### config.mk
export PLATFORM = sky130hd
export DESIGN_NAME = positional_circular_list_unit
export DESIGN_NICKNAME = d
export VERILOG_FILES = /design/src/rtl/pcl_pkg.sv /design/src/rtl/pcl_cell.sv /design/src/rtl/positional_circular_list_unit.sv
export VERILOG_INCLUDE_DIRS = /design/src /design/src/rtl
export SDC_FILE = /design/constraint.sdc
export NUM_CORES = 2
export LEC_CHECK = 0
export BUFFER_PORTS_ARGS = -buffer_cell sky130_fd_sc_hd__buf_2
export CAP_MARGIN = 20
export CORE_ASPECT_RATIO = 0.5
export CORE_UTILIZATION = 35
export CTS_CLUSTER_DIAMETER = 120
export DETAILED_ROUTE_END_ITERATION = 8
export PLACE_DENSITY_LB_ADDON = 0.12
export SLEW_MARGIN = 20
export SYNTH_ARGS = -nofsm -noshare
export SYNTH_HDL_FRONTEND = slang
export SYNTH_SLANG_ARGS = --single-unit
### constraint.sdc
create_clock -name clock -period 9.25 [get_ports clock]
set_clock_uncertainty 0.05 [all_clocks]
set_input_delay 0.4625 -clock clock [delete_from_list [all_inputs] [get_ports clock]]
set_output_delay 0.4625 -clock clock [all_outputs]
set_load 0.02 [all_outputs]
### src/rtl/positional_circular_list_unit_defines.svh
// ----------------------------------------------------------------------------
// Positional circular list assertion macros
// Shared concurrent assertion forms for the positional circular list RTL.
// ----------------------------------------------------------------------------
`ifndef POSITIONAL_CIRCULAR_LIST_UNIT_DEFINES_SVH
`define POSITIONAL_CIRCULAR_LIST_UNIT_DEFINES_SVH

// The consequent must hold in the same cycle as the antecedent.
`define PCL_ASSERT_SAME(label, clk, rst, ante, cons) \
   label: assert property (@(posedge clk) disable iff (rst) (ante) |-> (cons)) \
      else $error("positional circular list check failed");

// The consequent must hold in the cycle after the antecedent.
`define PCL_ASSERT_NEXT(label, clk, rst, ante, cons) \
   label: assert property (@(posedge clk) disable iff (rst) (ante) |=> (cons)) \
      else $error("positional circular list check failed");

`endif

### src/rtl/pcl_pkg.sv
// ----------------------------------------------------------------------------
// Positional circular list package
// Command and status codes, cell control codes and shared types.
// ----------------------------------------------------------------------------
package pcl_pkg;

   // Width of a cell index; a 1-based position field holds up to 63.
   localparam int IDX_W  = 6;
   localparam int DATA_W = 32;

   typedef enum logic [2:0] {
      CMD_INS_FRONT = 3'd0,
      CMD_INS_BACK  = 3'd1,
      CMD_INS_AT    = 3'd2,
      CMD_DEL_FRONT = 3'd3,
      CMD_DEL_BACK  = 3'd4,
      CMD_DEL_AT    = 3'd5,
      CMD_DUMP      = 3'd6
   } cmd_type;

   typedef enum logic [1:0] {
      ST_OK     = 2'd0,
      ST_BADPOS = 2'd1,
      ST_FULL   = 2'd2,
      ST_EMPTY  = 2'd3
   } status_type;

   typedef enum logic [1:0] {
      CELL_HOLD   = 2'd0,
      CELL_INSERT = 2'd1,
      CELL_DELETE = 2'd2,
      CELL_ROTATE = 2'd3
   } cell_op_type;

   typedef enum logic [1:0] {
      FSM_IDLE = 2'b01,
      FSM_DUMP = 2'b10
   } fsm_type;

   // Broadcast from the controller to every cell of the chain.
   typedef struct packed {
      cell_op_type              op;
      logic [IDX_W-1:0]         sel;
      logic [IDX_W-1:0]         tail;
      logic signed [DATA_W-1:0] value;
   } cell_ctrl_type;

endpackage

### src/rtl/pcl_cell.sv
// ----------------------------------------------------------------------------
// Positional circular list cell
// Holds one list element and moves it toward either neighbor on command.
// ----------------------------------------------------------------------------
module pcl_cell import pcl_pkg::*; #(
   parameter int INDEX = 0
) (
   input  logic                     clock,
   input  cell_ctrl_type            ctrl,
   input  logic signed [DATA_W-1:0] left_data,
   input  logic signed [DATA_W-1:0] right_data,
   input  logic signed [DATA_W-1:0] head_data,
   output logic signed [DATA_W-1:0] data
);

   localparam logic [IDX_W-1:0] MY_IDX = IDX_W'(INDEX);

   logic signed [DATA_W-1:0] data_ff;
   logic signed [DATA_W-1:0] data_in;

   always_comb begin
      data_in = data_ff;
      unique case (ctrl.op)
         CELL_HOLD: begin
            data_in = data_ff;
         end
         CELL_INSERT: begin
            if (MY_IDX > ctrl.sel) begin
               data_in = left_data;
            end else if (MY_IDX == ctrl.sel) begin
               data_in = ctrl.value;
            end
         end
         CELL_DELETE: begin
            if (MY_IDX >= ctrl.sel) begin
               data_in = right_data;
            end
         end
         CELL_ROTATE: begin
            // The tail cell closes the ring by taking the head element.
            if (MY_IDX == ctrl.tail) begin
               data_in = head_data;
            end else if (MY_IDX < ctrl.tail) begin
               data_in = right_data;
            end
         end
         default: begin
            data_in = data_ff;
         end
      endcase
   end

   always_ff @(posedge clock) begin
      data_ff <= data_in;
   end

   assign data = data_ff;

endmodule

### src/rtl/positional_circular_list_unit.sv
// ----------------------------------------------------------------------------
// Positional circular list unit
// Ordered store of signed 32-bit values edited by positional commands.
// ----------------------------------------------------------------------------
// An insert or delete command is accepted when start is high and busy is
// low, and its single result (status and new count) appears with rsp_valid
// in the next cycle. A dump of n stored values yields n results on
// consecutive cycles, starting the cycle after acceptance, with rsp_last on
// the final one; busy stays high after a dump is accepted until the final
// result is issued. A dump of an empty store yields one result without an
// item. The chain of cells shifts by one place per cycle, and a dump rotates
// the ring one element per cycle. There is no backpressure: each result is
// on the rsp_ ports for exactly one cycle and must be taken then.
// ----------------------------------------------------------------------------
`include "positional_circular_list_unit_defines.svh"

module positional_circular_list_unit import pcl_pkg::*; #(
   parameter int CAPACITY = 32
) (
   input  logic                     clock,
   input  logic                     reset,
   input  logic                     start,
   output logic                     busy,
   input  logic [2:0]               req_cmd,
   input  logic signed [DATA_W-1:0] req_value,
   input  logic [IDX_W-1:0]         req_position,
   output logic                     rsp_valid,
   output logic [1:0]               rsp_status,
   output logic [5:0]               rsp_element_count,
   output logic signed [DATA_W-1:0] rsp_item,
   output logic                     rsp_has_item,
   output logic                     rsp_last
);

   localparam int CW = $clog2(CAPACITY + 1);
   localparam int PW = ((CW > IDX_W) ? CW : IDX_W) + 1;

   logic signed [DATA_W-1:0] cell_data  [CAPACITY];
   logic signed [DATA_W-1:0] left_data  [CAPACITY];
   logic signed [DATA_W-1:0] right_data [CAPACITY];
   cell_ctrl_type            cell_ctrl;

   fsm_type          state_ff, state_in;
   logic [CW-1:0]    count_ff, count_in;
   logic [CW-1:0]    dump_idx_ff, dump_idx_in;

   logic                     rsp_valid_ff, rsp_valid_in;
   status_type               rsp_status_ff, rsp_status_in;
   logic [5:0]               rsp_count_ff, rsp_count_in;
   logic signed [DATA_W-1:0] rsp_item_ff, rsp_item_in;
   logic                     rsp_has_item_ff, rsp_has_item_in;
   logic                     rsp_last_ff, rsp_last_in;

   logic          accept;
   logic          full;
   logic          empty;
   logic          ins_pos_ok;
   logic          del_pos_ok;
   logic          dump_last;
   logic [PW-1:0] pos_w;
   logic [PW-1:0] cnt_w;

   // Cell chain.
   for (genvar g = 0; g < CAPACITY; g++) begin : g_cell
      if (g == 0) begin : g_head
         assign left_data[g] = cell_data[g];
      end else begin : g_mid_left
         assign left_data[g] = cell_data[g-1];
      end
      if (g == CAPACITY - 1) begin : g_tail
         assign right_data[g] = cell_data[g];
      end else begin : g_mid_right
         assign right_data[g] = cell_data[g+1];
      end

      pcl_cell #(
         .INDEX (g)
      ) u_cell (
         .clock      (clock),
         .ctrl       (cell_ctrl),
         .left_data  (left_data[g]),
         .right_data (right_data[g]),
         .head_data  (cell_data[0]),
         .data       (cell_data[g])
      );
   end

   assign busy   = (state_ff == FSM_DUMP);
   assign accept = start && !busy;
   assign full   = (count_ff >= CW'(CAPACITY));
   assign empty  = (count_ff == '0);
   assign pos_w  = PW'(req_position);
   assign cnt_w  = PW'(count_ff);
   assign ins_pos_ok = (pos_w != '0) && (pos_w <= cnt_w + PW'(1));
   assign del_pos_ok = (pos_w != '0) && (pos_w <= cnt_w);
   assign dump_last  = (dump_idx_ff == count_ff - CW'(1));

   always_comb begin
      cell_ctrl.op    = CELL_HOLD;
      cell_ctrl.sel   = '0;
      cell_ctrl.tail  = IDX_W'(count_ff - CW'(1));
      cell_ctrl.value = req_value;

      state_in        = state_ff;
      count_in        = count_ff;
      dump_idx_in     = dump_idx_ff;
      rsp_valid_in    = 1'b0;
      rsp_status_in   = ST_OK;
      rsp_item_in     = '0;
      rsp_has_item_in = 1'b0;
      rsp_last_in     = 1'b1;

      unique case (state_ff)
         FSM_IDLE: begin
            rsp_valid_in = accept;
            if (accept) begin
               unique case (cmd_type'(req_cmd))
                  CMD_INS_FRONT, CMD_INS_BACK, CMD_INS_AT: begin
                     if (full) begin
                        rsp_status_in = ST_FULL;
                     end else if (cmd_type'(req_cmd) == CMD_INS_FRONT) begin
                        cell_ctrl.op = CELL_INSERT;
                        cell_ctrl.sel = '0;
                        count_in = count_ff + CW'(1);
                     end else if (cmd_type'(req_cmd) == CMD_INS_BACK) begin
                        cell_ctrl.op = CELL_INSERT;
                        cell_ctrl.sel = IDX_W'(count_ff);
                        count_in = count_ff + CW'(1);
                     end else if (!ins_pos_ok) begin
                        rsp_status_in = ST_BADPOS;
                     end else begin
                        cell_ctrl.op = CELL_INSERT;
                        cell_ctrl.sel = req_position - IDX_W'(1);
                        count_in = count_ff + CW'(1);
                     end
                  end
                  CMD_DEL_FRONT, CMD_DEL_BACK, CMD_DEL_AT: begin
                     if (empty) begin
                        rsp_status_in = ST_EMPTY;
                     end else if (cmd_type'(req_cmd) == CMD_DEL_FRONT) begin
                        cell_ctrl.op = CELL_DELETE;
                        cell_ctrl.sel = '0;
                        count_in = count_ff - CW'(1);
                     end else if (cmd_type'(req_cmd) == CMD_DEL_BACK) begin
                        cell_ctrl.op = CELL_DELETE;
                        cell_ctrl.sel = IDX_W'(count_ff - CW'(1));
                        count_in = count_ff - CW'(1);
                     end else if (!del_pos_ok) begin
                        rsp_status_in = ST_BADPOS;
                     end else begin
                        cell_ctrl.op = CELL_DELETE;
                        cell_ctrl.sel = req_position - IDX_W'(1);
                        count_in = count_ff - CW'(1);
                     end
                  end
                  CMD_DUMP: begin
                     if (!empty) begin
                        // The head goes out now and the ring turns by one.
                        cell_ctrl.op = CELL_ROTATE;
                        rsp_item_in = cell_data[0];
                        rsp_has_item_in = 1'b1;
                        rsp_last_in = (count_ff == CW'(1));
                        dump_idx_in = CW'(1);
                        if (count_ff != CW'(1)) begin
                           state_in = FSM_DUMP;
                        end
                     end
                  end
                  default: begin
                     rsp_status_in = ST_OK;
                  end
               endcase
            end
         end
         FSM_DUMP: begin
            cell_ctrl.op    = CELL_ROTATE;
            rsp_valid_in    = 1'b1;
            rsp_item_in     = cell_data[0];
            rsp_has_item_in = 1'b1;
            rsp_last_in     = dump_last;
            dump_idx_in     = dump_idx_ff + CW'(1);
            if (dump_last) begin
               state_in = FSM_IDLE;
            end
         end
         default: begin
            state_in = FSM_IDLE;
         end
      endcase

      rsp_count_in = 6'(count_in);
   end

   always_ff @(posedge clock) begin
      if (reset) begin
         state_ff     <= FSM_IDLE;
         count_ff     <= '0;
         dump_idx_ff  <= '0;
         rsp_valid_ff <= 1'b0;
      end else begin
         state_ff     <= state_in;
         count_ff     <= count_in;
         dump_idx_ff  <= dump_idx_in;
         rsp_valid_ff <= rsp_valid_in;
      end
   end

   always_ff @(posedge clock) begin
      rsp_status_ff   <= rsp_status_in;
      rsp_count_ff    <= rsp_count_in;
      rsp_item_ff     <= rsp_item_in;
      rsp_has_item_ff <= rsp_has_item_in;
      rsp_last_ff     <= rsp_last_in;
   end

   assign rsp_valid         = rsp_valid_ff;
   assign rsp_status        = rsp_status_ff;
   assign rsp_element_count = rsp_count_ff;
   assign rsp_item          = rsp_item_ff;
   assign rsp_has_item      = rsp_has_item_ff;
   assign rsp_last          = rsp_last_ff;

   `PCL_ASSERT_SAME(a_count_bound, clock, reset, 1'b1, count_ff <= CW'(CAPACITY))
   `PCL_ASSERT_SAME(a_dump_index, clock, reset, state_ff == FSM_DUMP,
      (count_ff > CW'(1)) && (dump_idx_ff < count_ff))
   `PCL_ASSERT_NEXT(a_dump_stream, clock, reset, rsp_valid && !rsp_last, rsp_valid)
   `PCL_ASSERT_NEXT(a_edit_result, clock, reset,
      accept && (req_cmd != CMD_DUMP), rsp_valid && rsp_last && !rsp_has_item)

endmodule

Word-level counts from Yosys, hierarchy flattened:

Index checks and enable logic that the tools add are counted.

* flip-flop bits (word level): 1081
* output and inout port bits: 44
* word-level logic and storage cells: 619

* add/sub/neg operators: 5
* order comparisons: 97
* equal/unequal tests: 178
* mux-type cells: 247
* bitwise logic cells: 2
* reductions and logical operators: 49

Operator list (number)
* 32-bit 2-to-1 mux: 161
* 32-bit case mux with 3 select lines: 31
* 5-bit by 6-bit == test with 1-bit output (first input constant): 32
* 3-bit by 1-bit inequality test with 1-bit output (second input constant): 61
* 32-bit case mux with 2 select lines: 2
* 4-bit AND reduction: 31
* 4-bit by 6-bit == test with 1-bit output (first input constant): 16
* 5-bit by 6-bit > comparator with 1-bit output (first input constant): 16
* 5-bit by 6-bit >= comparator with 1-bit output (first input constant): 15
* 5-bit by 6-bit less-than comparator with 1-bit output (first input constant): 15
* 6-bit 2-to-1 mux: 14
* 2-bit by 1-bit inequality test with 1-bit output (second input constant): 36
* 3-bit by 6-bit == test with 1-bit output (first input constant): 8
* 4-bit by 6-bit >= comparator with 1-bit output (first input constant): 8
* 4-bit by 6-bit > comparator with 1-bit output (first input constant): 8
* 4-bit by 6-bit less-than comparator with 1-bit output (first input constant): 8
* 8-bit 2-to-1 mux: 5
* 6-bit case mux with 2 select lines: 3
* 7-bit 2-to-1 mux: 4
* 2-bit by 6-bit == test with 1-bit output (first input constant): 4
* 3-bit by 6-bit >= comparator with 1-bit output (first input constant): 4
* 3-bit by 6-bit > comparator with 1-bit output (first input constant): 4
* 3-bit by 6-bit less-than comparator with 1-bit output (first input constant): 4
* 6-bit logical NOT: 3
* other kinds (40): 85

Longest topological paths before layout:

* word-level depth: 14
* depth in mapped cells: 18
* gate-level depth less buffers: 13

Hierarchy:

A second synthesis with hierarchy kept.

* cells, all modules: 6950
* area, all modules: 72836.1 µm²

By module, submodules not included
* positional_circular_list_unit: times used 1, cells each 398, area an instance 3353.2 µm²
* pcl_cell (g_cell[30].u_cell): times used 1, cells each 192, area an instance 2544.9 µm²
* pcl_cell (g_cell[12].u_cell): times used 1, cells each 228, area an instance 2404.8 µm²
* pcl_cell (g_cell[24].u_cell): times used 1, cells each 199, area an instance 2402.3 µm²
* pcl_cell (g_cell[16].u_cell): times used 1, cells each 235, area an instance 2336.0 µm²
* pcl_cell (g_cell[28].u_cell): times used 1, cells each 261, area an instance 2327.2 µm²
* pcl_cell (g_cell[2].u_cell): times used 1, cells each 241, area an instance 2298.5 µm²
* pcl_cell (g_cell[13].u_cell): times used 1, cells each 245, area an instance 2288.4 µm²
* pcl_cell (g_cell[8].u_cell): times used 1, cells each 237, area an instance 2282.2 µm²
* pcl_cell (g_cell[23].u_cell): times used 1, cells each 188, area an instance 2280.9 µm²
* pcl_cell (g_cell[17].u_cell): times used 1, cells each 240, area an instance 2245.9 µm²
* pcl_cell (g_cell[4].u_cell): times used 1, cells each 198, area an instance 2233.4 µm²
* pcl_cell (g_cell[3].u_cell): times used 1, cells each 236, area an instance 2217.1 µm²
* pcl_cell (g_cell[25].u_cell): times used 1, cells each 188, area an instance 2188.3 µm²
* 19 more rows

Least setup slack after synthesis:

OpenSTA, ideal clock, no wires.

* kind: register to register
* start point: register count_ff[0]
* end point: register g_cell[2].u_cell.data_ff[0], enable pin
* data arrival time: 8.771 ns
* data required time: 8.606 ns
* setup slack: -0.165 ns
* cell stages (with the launch flop): 18
* cells stage by stage: dfxtp_1 buf_1 inv_1 ha_1 clkbuf_1 inv_1 ha_1 nand3b_1 a21oi_1 o21a_1 or4_4 nand3_2 a21oi_1 buf_4 buf_4 nand3_1 and3_1 a2111oi_0

* cells in the longest elaborated chain, start to end: 13
* elaborated cells between the ends (all ways): 36
* classes of those cells: add/sub (2); order compare (6); eq/ne (8); mux (14); bitwise (1); reduce/logical (5)

RTL lines
* start, declared: line positional_circular_list_unit.sv:44 `logic [CW-1:0] count_ff, count_in;`
* start signal, assigned: line positional_circular_list_unit.sv:202 `count_ff <= count_in;`
* 6-bit by 1-bit adder with 7-bit output: line positional_circular_list_unit.sv:94 `assign ins_pos_ok = (pos_w != '0) && (pos_w <= cnt_w + PW'(1));`
* 6-bit by 7-bit less-or-equal comparator with 1-bit output: line positional_circular_list_unit.sv:94
* 1-bit logical AND: line positional_circular_list_unit.sv:94
* 7-bit 2-to-1 mux: line positional_circular_list_unit.sv:129 `end else if (!ins_pos_ok) begin`
* 7-bit 2-to-1 mux: line positional_circular_list_unit.sv:125 `end else if (cmd_type'(req_cmd) == CMD_INS_BACK) begin`
* 7-bit 2-to-1 mux: line positional_circular_list_unit.sv:121 `end else if (cmd_type'(req_cmd) == CMD_INS_FRONT) begin`
* 7-bit 2-to-1 mux: line positional_circular_list_unit.sv:119 `if (full) begin`
* 6-bit case mux with 2 select lines or 2-bit case mux with 3 select lines (tied branches): line positional_circular_list_unit.sv:117 `unique case (cmd_type'(req_cmd))`
* 8-bit 2-to-1 mux: line positional_circular_list_unit.sv:116 `if (accept) begin`
* 6-bit 2-to-1 mux or 2-bit case mux with 2 select lines (tied branches): line positional_circular_list_unit.sv:113 `unique case (state_ff)`
* 2-bit by 6-bit > comparator with 1-bit output, or another cell as far along: line pcl_cell.sv:28 `if (MY_IDX > ctrl.sel) begin`
* 3-bit by 1-bit inequality test with 1-bit output (no line), or another cell as far along
* 4-bit AND reduction (no line) *
* end signal, assigned: line pcl_cell.sv:54 `data_ff <= data_in;`
* end, declared: line pcl_cell.sv:18 `logic signed [DATA_W-1:0] data_ff;`

Mark *: on every way between the ends. The rest lies on a longest branch, timed or not.
A chain may end at the register's enable or synchronous reset.

Worst setup path in the final report:

* start point: register count_ff[1]
* end point: register g_cell[13].u_cell.data_ff[20], enable pin

* cells in the longest elaborated chain, start to end: 13
* elaborated cells between the ends (all ways): 36
* classes of those cells: add/sub (2); order compare (6); eq/ne (8); mux (14); bitwise (1); reduce/logical (5)

RTL lines (line)
* 6-bit by 1-bit adder with 7-bit output: positional_circular_list_unit.sv:94
* 6-bit by 7-bit less-or-equal comparator with 1-bit output: positional_circular_list_unit.sv:94
* 1-bit logical AND: positional_circular_list_unit.sv:94
* 7-bit 2-to-1 mux: positional_circular_list_unit.sv:129
* 7-bit 2-to-1 mux: positional_circular_list_unit.sv:125
* 7-bit 2-to-1 mux: positional_circular_list_unit.sv:121
* 7-bit 2-to-1 mux: positional_circular_list_unit.sv:119
* 6-bit case mux with 2 select lines or 2-bit case mux with 3 select lines (tied branches): positional_circular_list_unit.sv:117
* 8-bit 2-to-1 mux: positional_circular_list_unit.sv:116
* 6-bit 2-to-1 mux or 2-bit case mux with 2 select lines (tied branches): positional_circular_list_unit.sv:113
* 4-bit by 6-bit > comparator with 1-bit output, or another cell as far along: pcl_cell.sv:28
* 3-bit by 1-bit inequality test with 1-bit output (no line), or another cell as far along
* 4-bit AND reduction (no line) *
* end signal, assigned: pcl_cell.sv:54
* end, declared: pcl_cell.sv:18

Marks and branches as above.

==> impl_metrics.env <==
export IMPL_status="finished clean"
export IMPL_core_area_um2=178000
export IMPL_seq_area_frac_synth_pct=50.6
export IMPL_met2_length_mm=128
export IMPL_power_ir_vdd_worst_mv=0.164
export IMPL_n_fill_cell=17500
export IMPL_die_area_um2=182000
export IMPL_grt_max_degree=181
export IMPL_cts_resized=0
export IMPL_cp_max_fo=36
export IMPL_crit_required_ns=9.61
export IMPL_wl_met1_mm=124
export IMPL_cpPeakStageDelay_ns=0.69
export IMPL_hold_viol_final=0
export IMPL_path_delay_family="simple AND/OR/NAND/NOR gates"
export IMPL_drt_pass1_iterations=7
export IMPL_fin_crit_ns=6.24
export IMPL_yosys_top_cells_area="edfxtp_1 (49%), mux2i_1 (7.2%), a21oi_1 (5.1%)"
export IMPL_routed_top_layer="met5"
export IMPL_reg2reg_to="g_cell[13].u_cell.data[20]"
export IMPL_cts_root_buf="clkbuf_16"
export IMPL_maxCapViolCount=0
export IMPL_drtAntennaViolNets=0
export IMPL_drc_errors=0
export IMPL_timing_final_ws_setup_ns=3.01
export IMPL_wire_per_inst_um=35.5
export IMPL_r2r_start="count_ff[1]"
export IMPL_insertion_delay_ns=0.77
export IMPL_pre_cts_ws_ns=3.04
export IMPL_leakagePower_nw=23.7
export IMPL_slew_headroom_pct=18.7
export IMPL_cp_arrival_ns=6.60
export IMPL_worstMarginPinSlew_ns=1.22
export IMPL_drive_gt1_share_pct=12.3
export IMPL_worstSetupEndpointType="flop"
export IMPL_setup_viol=0
export IMPL_crit_slowest_cell="a21oi_4"
export IMPL_cts_buffer_depth=3
export IMPL_numPortBuffers=87
export IMPL_post_route_period_util_pct=67.5
export IMPL_path_cells="inv_1 > ha_1 > inv_1 > ha_1 > nand3b_1 > a21oi_1 > o21a_1 > or4_4 > nand3_2 > a21oi_4 > buf_4 > nand2b_4 > nor3_2 > buf_4"
export IMPL_tritoncts="yes"
export IMPL_wl_met3_mm=32.3
export IMPL_startpoint_type="flop"
export IMPL_nets=6010
export IMPL_path_clk_slew_ns=0.06
export IMPL_avgViaCountPerCell=6.62
export IMPL_die_y_um=302
export IMPL_ys_flop_type="edfxtp_1"
export IMPL_clock_sinks=1081
export IMPL_clock_fmax_ghz=0.160
export IMPL_first_global_vias=54100
export IMPL_grt_pass1_wl_mm=418
export IMPL_ys_ff_latch=1081
export IMPL_vias=55800
export IMPL_syn_nets=6382
export IMPL_hold_path_class="in -> reg"
export IMPL_startpoint="count_ff[1]"
export IMPL_synth_edf_count=1024
export IMPL_min_path_cells=4
export IMPL_path_depth=14
export IMPL_worstHoldStart="start"
export IMPL_cts_htree_levels=3
export IMPL_start_util_pct=35.5
export IMPL_p_per_area_nw_per_um2=284
export IMPL_tns_ns=0
export IMPL_synth_distinct_cells=85
export IMPL_rsz0062_at_grt="no"
export IMPL_worstHoldEndpoint="rsp_status[1]"
export IMPL_synthCells=6317
export IMPL_synth_top_cell_by_area="edfxtp_1"
export IMPL_wl_mm=299
export IMPL_netlist_area_um2=63100
export IMPL_area_delta_synth_final_pct=10.2
export IMPL_grt_use_total_pct=31.9
export IMPL_cts_buffers=113
export IMPL_ios=88
export IMPL_ys_warn_count=0
export IMPL_syn_avg_cell_area_um2=9.98
export IMPL_dpl_cell_area_um2=65700
export IMPL_gp_congestion=0.926
export IMPL_critical_path_buf_inv_count=4
export IMPL_grt_ovfl_total=0
export IMPL_path_class="reg -> reg"
export IMPL_place_hpwl_mm=186
export IMPL_rows=109
export IMPL_r2r_slack_ns=3.01
export IMPL_final_area_um2=69500
export IMPL_ff2ff_path_depth=14
export IMPL_report_final_slew_viol_count=0
export IMPL_async_flop_share_pct=0
export IMPL_grt_antenna_before_repair=13
export IMPL_synth_top_area_share_pct=48.8
export IMPL_fp_dieW_um=602
export IMPL_drt_iter0_drc=8247
repair_timing:
action / in CTS / in global routing
hold buffers: 1 / 0
buffers inserted: 0 / 0
endpoints found under the hold margin: 8 / 0
logic make-up (layout without fill, tap and decap cells):
group                    count (synthesis)  count (layout)  synth area share, %
XOR/XNOR                                28              28                0.401
AND/OR/NAND/NOR                       1665            1665                 11.7
multiplexers                           583             583                 9.51
adder cells (fa/ha/maj)                 21              21                0.417
buffers and inverters                  850             576                 5.46
other                                    0               2                    0
flip-flops                            1081            1081                 50.6
AO/OA/AOI/OAI                         2089            2089                 22.0
per-layer routing:
metal  GRT usage (%)  vias up
li1                -    23300
met1            43.7    28200
met2            48.3     3609
met3            7.12      636
met4            14.8       14
met5               0        -
worst max-delay path by stage:
stage,to,slack [ns]
2_1_floorplan,g_cell[2].u_cell.data[0],1.39
3_3_place_gp,g_cell[13].u_cell.data[18],3.07
3_5_place_dp,g_cell[13].u_cell.data[16],3.04
4_1_cts,g_cell[13].u_cell.data[1],3.05
5_1_grt,g_cell[8].u_cell.data[1],2.66
6_report,g_cell[13].u_cell.data[20],3.01
state kept, by name (all words and copies together), names as in the netlist:
| signal | flops |
|---|---|
| rsp_last | 1 |
| rsp_element_count | 6 |
| state_ff | 2 |
| rsp_status | 2 |
| rsp_item | 32 |
| rsp_has_item | 1 |
| rsp_valid | 1 |
| count_ff | 6 |
| dump_idx_ff | 6 |
| g_cell.u_cell.data | 1024 |
per-stage QoR:
stage / hold WS, ns / power (mW) / cells / util [%]
after global placement: 0.430 / 14.6 / 8212 / 36.9
final: 0.201 / 19.8 / 8431 / 39.1
after CTS: 0.163 / 19.6 / 8429 / 39.1
after global routing: 0.244 / 20.4 / 8429 / 39.1
after floorplan: 0.415 / 11.9 / 6317 / -
after detailed placement: 0.460 / 14.7 / 8215 / 37.0
cell type report:
class,count,area (um^2),area share (%)
Multi-Input combinational cell,4386,28500,41.0
Tap cell,2386,2990,4.29
Clock inverter,57,659,0.948
Timing Repair Buffer,285,2020,2.91
Inverter,78,293,0.421
Antenna cell,2,5.00,0.00720
Sequential cell,1081,31900,45.9
Clock buffer,156,3140,4.52
report_power, final:
part	total [mW]	leakage [nW]	internal [mW]	switching, mW
Combinational	6.23	12.0	1.87	4.35
Clock	4.94	1.86	2.74	2.20
Sequential	8.59	9.85	7.67	0.922
Total	19.8	23.7	12.3	7.47
Yosys cell counts (26+ instances only):
cell / count
a211oi_1: 193
a221o_1: 31
clkbuf_1: 577
dfxtp_1: 57
nand3_1: 361
o22ai_1: 36
a31oi_1: 42
a31o_2: 36
a311o_1: 26
edfxtp_1: 1024
nand2_1: 584
o21ai_0: 322
o211ai_1: 90
o221ai_1: 269
mux2_2: 129
mux2i_1: 454
inv_1: 78
nand4_1: 38
o32ai_1: 36
a22oi_1: 282
buf_1: 65
nor2_1: 478
nor2b_1: 107
nor3_1: 30
a21oi_1: 648
buf_2: 103
worst register-to-register path: stages (launching register included):
cell	delay, ns
dfxtp_1	0.47
inv_1	0.17
ha_1	0.61
inv_1	0.17
ha_1	0.33
nand3b_1	0.10
a21oi_1	0.24
o21a_1	0.35
or4_4	0.21
nand3_2	0.36
a21oi_4	0.70
buf_4	0.62
nand2b_4	0.57
nor3_2	0.34
buf_4	0.55
cell usage in the layout, fill, tap and decap left out, types with 35 or more instances in the layout:
| master | instances |
|---|---|
| a21oi_1 | 645 |
| mux2i_1 | 454 |
| o21ai_0 | 322 |
| o221ai_1 | 269 |
| buf_4 | 188 |
| dfxtp_1 | 57 |
| o211ai_1 | 90 |
| edfxtp_1 | 1024 |
| a31o_2 | 35 |
| a31oi_1 | 41 |
| nor2_1 | 460 |
| nand4_1 | 38 |
| inv_1 | 77 |
| a22oi_1 | 282 |
| nor2b_1 | 107 |
| clkbuf_16 | 115 |
| o22ai_1 | 36 |
| a211oi_1 | 187 |
| nand3_1 | 349 |
| mux2_2 | 129 |
| nand2_1 | 570 |
| buf_2 | 88 |
Power figures use the tool's default switching activity.
